## config.mk

```make
export PLATFORM = sky130hd
export DESIGN_NAME = ngft_cell
export DESIGN_NICKNAME = d
export VERILOG_FILES = /design/src/rtl/core/ngft_cell.sv
export SDC_FILE = /design/constraint.sdc
export NUM_CORES = 1
export LEC_CHECK = 0
export ABC_AREA = 1
export BUFFER_PORTS_ARGS = -buffer_cell sky130_fd_sc_hd__buf_2
export CORE_UTILIZATION = 52
export CTS_BUF_LIST = sky130_fd_sc_hd__clkbuf_4 sky130_fd_sc_hd__clkbuf_8
export DETAILED_ROUTE_END_ITERATION = 10
export PLACE_DENSITY = 0.85
export SLEW_MARGIN = 20
export SYNTH_ARGS = -nofsm -noshare
export SYNTH_HDL_FRONTEND = slang
export SYNTH_SLANG_ARGS = --single-unit
export TNS_END_PERCENT = 10
```

## constraint.sdc

```tcl
create_clock -name clk_i -period 5.25 [get_ports clk_i]
set_input_delay 0.2625 -clock clk_i [delete_from_list [all_inputs] [get_ports clk_i]]
set_output_delay 0.2625 -clock clk_i [all_outputs]
set_load 0.02 [all_outputs]
```

## src/rtl/core/ngft_cell.sv

```systemverilog
// One table cell: holds one key and count, compares against the broadcast
// key, and swaps with its left or right neighbor. No dependencies.
module ngft_cell #(
  parameter int unsigned CountBits = 32
) (
  input  logic                 clk_i,
  input  logic                 hit_en_i,   // increment phase
  input  logic [23:0]          key_i,
  input  logic                 valid_i,    // cell below fill count
  input  logic                 append_i,   // write new key with count 1
  input  logic                 swap_en_i,  // bubble phase
  input  logic [23:0]          left_key_i,
  input  logic [CountBits-1:0] left_cnt_i,
  input  logic                 left_move_i,  // left cell swaps with this one
  input  logic [23:0]          right_key_i,
  input  logic [CountBits-1:0] right_cnt_i,
  input  logic                 right_move_i, // this cell swaps with right one
  output logic                 match_o,
  output logic                 move_o,       // this cell outranks left one
  output logic [23:0]          key_o,
  output logic [CountBits-1:0] cnt_o
);
  logic [23:0]          key_q, key_d;
  logic [CountBits-1:0] cnt_q, cnt_d;

  assign match_o = valid_i && (key_q == key_i);
  assign key_o   = key_q;
  assign cnt_o   = cnt_q;
  assign move_o  = valid_i && (left_cnt_i < cnt_q);

  always_comb begin
    key_d = key_q;
    cnt_d = cnt_q;
    if (append_i) begin
      key_d = key_i;
      cnt_d = CountBits'(1);
    end else if (hit_en_i && match_o && !(&cnt_q)) begin
      cnt_d = cnt_q + CountBits'(1);
    end else if (swap_en_i && left_move_i) begin
      key_d = left_key_i;
      cnt_d = left_cnt_i;
    end else if (swap_en_i && right_move_i) begin
      key_d = right_key_i;
      cnt_d = right_cnt_i;
    end
  end

  always_ff @(posedge clk_i) begin
    key_q <= key_d;
    cnt_q <= cnt_d;
  end
endmodule

```

* Word-level counts from Yosys, hierarchy flattened
Cells that the tools add are included.
Storage, ports and cells: logic and storage cells 24, output and inout port bits 58, input port bits 143, register bits after elaboration 56
Cells by class: order comparisons 1, add/subtract/negate cells 1, eq/ne operators 2, mux-type cells 7, reduce and logical (&&, ||, !) cells 11
Operators by type and width (number):
- 24-bit 2-to-1 mux | 4
- 32-bit 2-to-1 mux | 3
- 32-bit by 1-bit adder with 32-bit output (second input constant) | 1
- 32-bit less-than comparator | 1
- 32-bit AND reduction | 1
- 24-bit == test | 1
- 1-bit logical AND | 6
- 3-bit nonzero test | 2
- 2-bit inequality test (second input constant) | 1
- 2-bit AND reduction | 1
- 1-bit zero test | 1

* Logic depth before layout (Yosys ltp)
Gate-level depths: netlist of run 1.
depth in word-level cells 6, mapped depth 14, mapped depth without buffers 13

* Worst setup path after synthesis of run 1
No wires, ideal clock.
path type register -> register, from register cnt_q[0], in the netlist cnt_o[0], to register key_q[0], in the netlist key_o[0], enable pin, required time 4.812 ns, buffers on the path 1, library setup time 0.438 ns, data arrival time 3.447 ns, period minus slack after synthesis 3.885 ns, cell stages (with the launch flop) 13, slack 1.365 ns, path through dfxtp_1 -> ha_1 -> nand3_2 -> nor2_4 -> nand2_2 -> nor2_4 -> nand4_1 -> nand2_1 -> inv_2 -> nand2_4 -> buf_4 -> inv_1 -> o21ai_0
Between the ends: word-level cells in the longest chain between the ends 5
RTL lines:
- start: declaration | RTL line 24 | logic [CountBits-1:0] cnt_q, cnt_d;
- start signal: assignment | RTL line 50 | cnt_q <= cnt_d;
- 32-bit AND reduction | RTL line 37 | end else if (hit_en_i && match_o && !(&cnt_q)) begin
- 1-bit zero test | RTL line 37
- 1-bit logical AND | RTL line 37
- 2-bit inequality test (no source line)
- 2-bit AND reduction (no source line)
- end signal: assignment | RTL line 49 | key_q <= key_d;
- end: declaration | RTL line 23 | logic [23:0] key_q, key_d;
Every way passes these cells. A chain may end at the register's enable or synchronous reset.

* Worst setup path in the final report of run 1
from register cnt_q[0], in the netlist cnt_o[0], to register key_q[15], in the netlist key_o[15], enable pin
Same word-level chain as after synthesis.

==> results of run 1 <==
-- final timing paths --
path / cells past startpoint / startpoint / slack, ns / to
min reg2reg: 2 / cnt_o[0] / 0.57 / cnt_o[0]
min: 3 / left_key_i[19] / 0.29 / key_o[19]
max: 12 / cnt_o[0] / 2.32 / key_o[15]
max reg2reg: 12 / cnt_o[0] / 2.32 / key_o[15]
-- layer usage --
metal	GRT usage [%]	part of all wire [%]	vias to the layer above
met3	3.13	6.3	34
li1	-	-	3260
met1	39.5	42	2823
met5	0	0	-
met4	11.9	2.9	0
met2	56.4	49	274
-- through the flow --
stage,hold slack [ns],worst slack [ns]
finish,0.287,2.32
detailed placement,0.548,2.34
CTS,0.280,2.32
global route,0.288,2.09
floorplan,0.505,1.36
global placement,0.544,2.37
-- power by group --
part	internal [W]	switching (W)
combinational	0.000175	0.000281
sequential	0.000502	0.0000515
clock	0.000101	0.000152
-- state kept, by name (all words and copies together), names as in the netlist --
| signal | cells |
|---|---|
| key_o | 24 |
| cnt_o | 32 |
-- cells in the mapped netlist, types with 8 or more instances --
master      n
nand2_1   334
nor2_1    125
inv_1      92
nand3_1    56
dfxtp_1    32
ha_1       32
a21oi_1    31
o21ai_0    25
a31oi_1    24
edfxtp_1   24
xor2_1     24
o21ai_1    21
clkbuf_1   17
nand4_1     9
nor3_1      9
xnor2_1     8
-- critical path, delay by kind of cell (launching register included) --
| kind | cells | cell delay [ns] |
|---|---|---|
| adders and majority gates | 1 | 0.26 |
| DFF | 1 | 0.44 |
| buffers and inverters | 3 | 0.62 |
| AOI/OAI and AO/OA | 1 | 0.12 |
| and+or+nand+nor | 7 | 1.15 |
-- final cells by class --
type | count | area, µm² | area share, %
Tap cell | 133 | 166 | 2.53
Timing Repair Buffer | 205 | 1040 | 15.8
Inverter | 95 | 362 | 5.51
Clock inverter | 2 | 16.3 | 0.248
Sequential cell | 56 | 1360 | 20.7
Clock buffer | 6 | 76.3 | 1.16
Multi-Input combinational cell | 724 | 3540 | 54.0
-- cell families (layout without fill, tap and decap cells) --
| group | after synthesis | in the layout | synth area share [%] |
|---|---|---|---|
| simple gates | 555 | 555 | 42.2 |
| fa+ha+maj | 32 | 32 | 7.38 |
| compound gates | 105 | 105 | 10.4 |
| xor+xnor | 32 | 32 | 5.17 |
| flops | 56 | 56 | 25.1 |
| buf+inv | 129 | 308 | 9.71 |
==> impl_metrics.json, run 1 <==
{
  "clkSinkCount": 56,
  "die_h_um": 104,
  "yosys.area.top_type": "nand2_1",
  "die_area_um2": 10800,
  "required_ns": 5.25,
  "timing.final.crit_share_pct": 55.7,
  "min-delay-path-class": "input port to flip-flop",
  "power.static_leakage_nw": 3.44,
  "yosys_warnings": 0,
  "slew_violations": 0,
  "overflow": 0,
  "clockBufferDepth": 2,
  "syn_inst": 909,
  "utilization_pct": 66.0,
  "synth_top_area_share_pct": 23.1,
  "ys_async_sr_fraction_pct": 0,
  "path_max_fanout": 41,
  "syn_area_um2": 5420,
  "ys.flop_type": "dfxtp_1",
  "setup_viol": 0,
  "num-nets-final": 1262,
  "critPathKind": "flip-flop to flip-flop",
  "max_freq_mhz": 342,
  "grt_max_degree": 74,
  "cts-root-buf": "clkbuf_8",
  "clk_latency_ns": 0.32,
  "final_common_cell": "nand2_1",
  "grt_pass1_vias": 5999,
  "min_period_ns": 2.93,
  "ios": 201,
  "cpMaxStageDelayCell": "dfxtp_1",
  "worstMarginPinSlew_ns": 0.807,
  "cts_tree": "built",
  "crit_top_cell": "nor2_4",
  "cts_setup_buffers": 0,
  "skew_ns": 0.00908,
  "ant_nets": 0,
  "place_inst": 1213,
  "synth_edf_count": 24,
  "grt_use_total_pct": 31.8,
  "dpl.hpwl_um": 13300,
  "routed_wirelength_um": 17200,
  "max-vdd-ir-drop_v": 0.000108,
  "core_um2": 9950,
  "grt_pass1_wl_um": 28100,
  "synth_top_cells_by_area": "nand2_1 (23%), edfxtp_1 (13%), dfxtp_1 (12%)",
  "start_util_pct": 54.5,
  "startpoint_type": "flip-flop",
  "slew_headroom_pct": 45.9,
  "final_cells": 1221,
  "synth-seq-cells": 56,
  "diodes": 0,
  "die_x_um": 104,
  "drtPass1Iterations": 5,
  "io_buffers": 200,
  "vias": 6391,
  "maxCapViolations": 0,
  "p_total_w": 0.00126,
  "synth_nets": 1084,
  "area_delta_synth_final_pct": 21.1,
  "crit_path_cell_trace": "ha_1 > nand3_2 > nor2_4 > nand2_2 > nor2_4 > nand4_1 > nand2_1 > inv_2 > nand2_4 > inv_1 > o21ai_2 > buf_4",
  "synth-seq-area-share_pct": 25.1,
  "via_per_inst": 5.23,
  "crit_path_end_kind": "flip-flop",
  "nFillCells": 990,
  "cts_buffers": 5,
  "timing.setup.tns_ns": 0,
  "worstPathArrival_ns": 2.93,
  "layout.cells.most_common_list": "nand2_1 (333), buf_2 (200), nor2_1 (125)",
  "cts.clk_slew.worst_paths_ns": 0.11,
  "synth_cell_types": 36,
  "rsz0062_at_grt": "false",
  "routedWlPerCell_um": 14.1,
  "antenna_found_initial": 0,
  "synth.avg_cell_area_um2": 5.97,
  "power_density_nw_per_um2": 192,
  "slowest_delay_ns": 0.44,
  "status": "completed",
  "drive_gt1_share_pct": 21.3,
  "drc": 0,
  "cts-resized-gates": 0,
  "drt_iter0_drc": 551,
  "fin_area_um2": 6570,
  "place_congestion": 0.935,
  "hold_viol": 0,
  "placed_cell_area_um2": 6470,
  "cts_hold_buf": 0,
  "cts-htree-levels": 2,
  "rows": 36
}
Note: power is estimated with default switching activity, not from simulation.
==> run 2: changes to the inputs <==
--- a/config.mk
+++ b/config.mk
@@ -7,10 +7,10 @@
 export LEC_CHECK = 0
 export ABC_AREA = 1
 export BUFFER_PORTS_ARGS = -buffer_cell sky130_fd_sc_hd__buf_2
-export CORE_UTILIZATION = 52
+export CORE_UTILIZATION = 47
 export CTS_BUF_LIST = sky130_fd_sc_hd__clkbuf_4 sky130_fd_sc_hd__clkbuf_8
 export DETAILED_ROUTE_END_ITERATION = 10
-export PLACE_DENSITY = 0.85
+export PLACE_DENSITY = 0.81
 export SLEW_MARGIN = 20
 export SYNTH_ARGS = -nofsm -noshare
 export SYNTH_HDL_FRONTEND = slang
==> constraint.sdc (replaced) <==
create_clock -name clk_i -period 2.55 [get_ports clk_i]
set_input_delay 0.1275 -clock clk_i [delete_from_list [all_inputs] [get_ports clk_i]]
set_output_delay 0.1275 -clock clk_i [all_outputs]
set_load 0.02 [all_outputs]
==> run 2 against run 1 <==
Against the previous run: worst hold slack lost 0.14 ns; sequential power grew 100%; cell count grew 2.0%; total power grew 110%; utilization shrank 4.9 points; via count grew 1.2%; routed wire length grew 2.2%; sequential share of layout area shrank 0.47 points; design area grew 2.5%; first-iteration DRC count shrank 38%; worst setup slack lost 2.1 ns; count of clock-buffer cells in the layout shrank 1; critical endpoint is now move_o; largest cell class unchanged; largest power group unchanged.
==> impl_metrics.json, run 2 (synthesis gave the netlist of run 1 again) <==
{
  "die_h_um": 109,
  "cts_setup_buffers": 0,
  "p_total_w": 0.00262,
  "cts-htree-levels": 2,
  "crit_path_cell_trace": "inv_1 > ha_1 > nand2_1 > inv_1 > nand3_1 > nor3_1 > o21ai_0 > nand2_1 > nand3_1 > nand2_1 > nor2_1 > buf_2",
  "drtPass1Iterations": 5,
  "routedWlPerCell_um": 14.1,
  "hold_viol": 0,
  "skew_ns": 0.0118,
  "cts-root-buf": "clkbuf_8",
  "crit_top_cell": "nand2_1",
  "crit_path_end_kind": "output port",
  "start_util_pct": 49.2,
  "setup_viol": 0,
  "slowest_delay_ns": 0.48,
  "required_ns": 2.42,
  "maxCapViolations": 0,
  "rows": 38,
  "area_delta_synth_final_pct": 24.1,
  "cpMaxStageDelayCell": "dfxtp_1",
  "path_max_fanout": 5,
  "die_x_um": 109,
  "drive_gt1_share_pct": 22.8,
  "crit_buf_inv": 3,
  "utilization_pct": 61.0,
  "min_period_ns": 2.36,
  "cts_tree": "built",
  "die_area_um2": 12000,
  "core_um2": 11000,
  "final_common_cell": "nand2_1",
  "clkSinkCount": 56,
  "worstMarginPinSlew_ns": 0.639,
  "drt_iter0_drc": 339,
  "num-nets-final": 1280,
  "diodes": 0,
  "routed_wirelength_um": 17500,
  "ios": 201,
  "path_delay_family": "simple AND/OR/NAND/NOR gates",
  "timing.setup.tns_ns": 0,
  "max-vdd-ir-drop_v": 0.000243,
  "worstPathArrival_ns": 2.23,
  "place_inst": 1238,
  "grt_max_degree": 31,
  "clockBufferDepth": 2,
  "min-delay-path-class": "input port to flip-flop",
  "largest_reg_flops": 32,
  "slew_headroom_pct": 57.4,
  "place_congestion": 0.980,
  "vias": 6465,
  "io_buffers": 200,
  "grt_use_total_pct": 29.8,
  "via_per_inst": 5.19,
  "drc": 0,
  "cts-resized-gates": 0,
  "status": "completed",
  "power.static_leakage_nw": 3.54,
  "timing.final.crit_share_pct": 92.4,
  "grt_pass1_vias": 5981,
  "cts_buffers": 5,
  "layout.cells.most_common_list": "nand2_1 (333), buf_2 (200), nor2_1 (125)",
  "critPathKind": "flip-flop to output port",
  "max_freq_mhz": 424,
  "overflow": 0,
  "slew_violations": 0,
  "ant_nets": 0,
  "startpoint_type": "flip-flop",
  "final_cells": 1246,
  "cts_hold_buf": 0,
  "dpl.hpwl_um": 14100,
  "cts.clk_slew.worst_paths_ns": 0.11,
  "power_density_nw_per_um2": 389,
  "rsz0062_at_grt": "false",
  "grt_pass1_wl_um": 27700,
  "antenna_found_initial": 0,
  "clk_latency_ns": 0.32
}
[run 2: worst register-to-register path, cell delays in order, from the launching register on]
cell,delay [ns]
dfxtp_2,0.39
ha_1,0.24
nand3_2,0.12
nor2_4,0.14
nand2_2,0.12
nor2_4,0.15
nand4_1,0.10
nand2_1,0.08
inv_2,0.05
nand2_4,0.15
inv_1,0.10
o21ai_4,0.17
buf_12,0.20
[run 2: path summary, 6_finish.rpt]
kind	start	endpoint	slack (ns)	cells past startpoint
setup / recovery	cnt_o[14]	move_o	0.19	12
setup reg to reg	cnt_o[0]	key_o[22]	0.25	12
hold / removal	left_key_i[6]	key_o[6]	0.15	3
hold reg to reg	cnt_o[0]	cnt_o[0]	0.52	2
[run 2: final cells by class]
type	instances	area, µm²
Clock buffer	5	68.8
Clock inverter	3	22.5
Fill cell	1127	4300
Inverter	95	362
Multi-Input combinational cell	724	3550
Sequential cell	56	1360
Tap cell	140	175
Timing Repair Buffer	223	1190
[run 2: report_power, final]
| part | leakage (nW) | internal, W | total, W | switching, W |
|---|---|---|---|---|
| registers | 0.506 | 0.00103 | 0.00112 | 0.0000890 |
| clock network | 0.0485 | 0.000198 | 0.000515 | 0.000317 |
| logic | 2.99 | 0.000382 | 0.000983 | 0.000601 |
| total | 3.54 | 0.00161 | 0.00262 | 0.00101 |
[run 2: routing by layer]
metal,up-vias,part of all wire (%),GRT usage [%]
met2,273,48,53.9
met5,-,0,0
met3,30,7.3,3.91
li1,3296,-,-
met1,2866,43,36.0
met4,0,2.3,10.2
[run 2: through the flow]
stage,hold slack (ns),area (µm²),setup WS [ns]
after global placement,0.476,6640,0.315
after global routing,0.143,6730,0.0125
after CTS,0.141,6730,0.226
final,0.145,6730,0.194
after detailed placement,0.480,6640,0.280
after floorplan,0.370,5440,0.0617
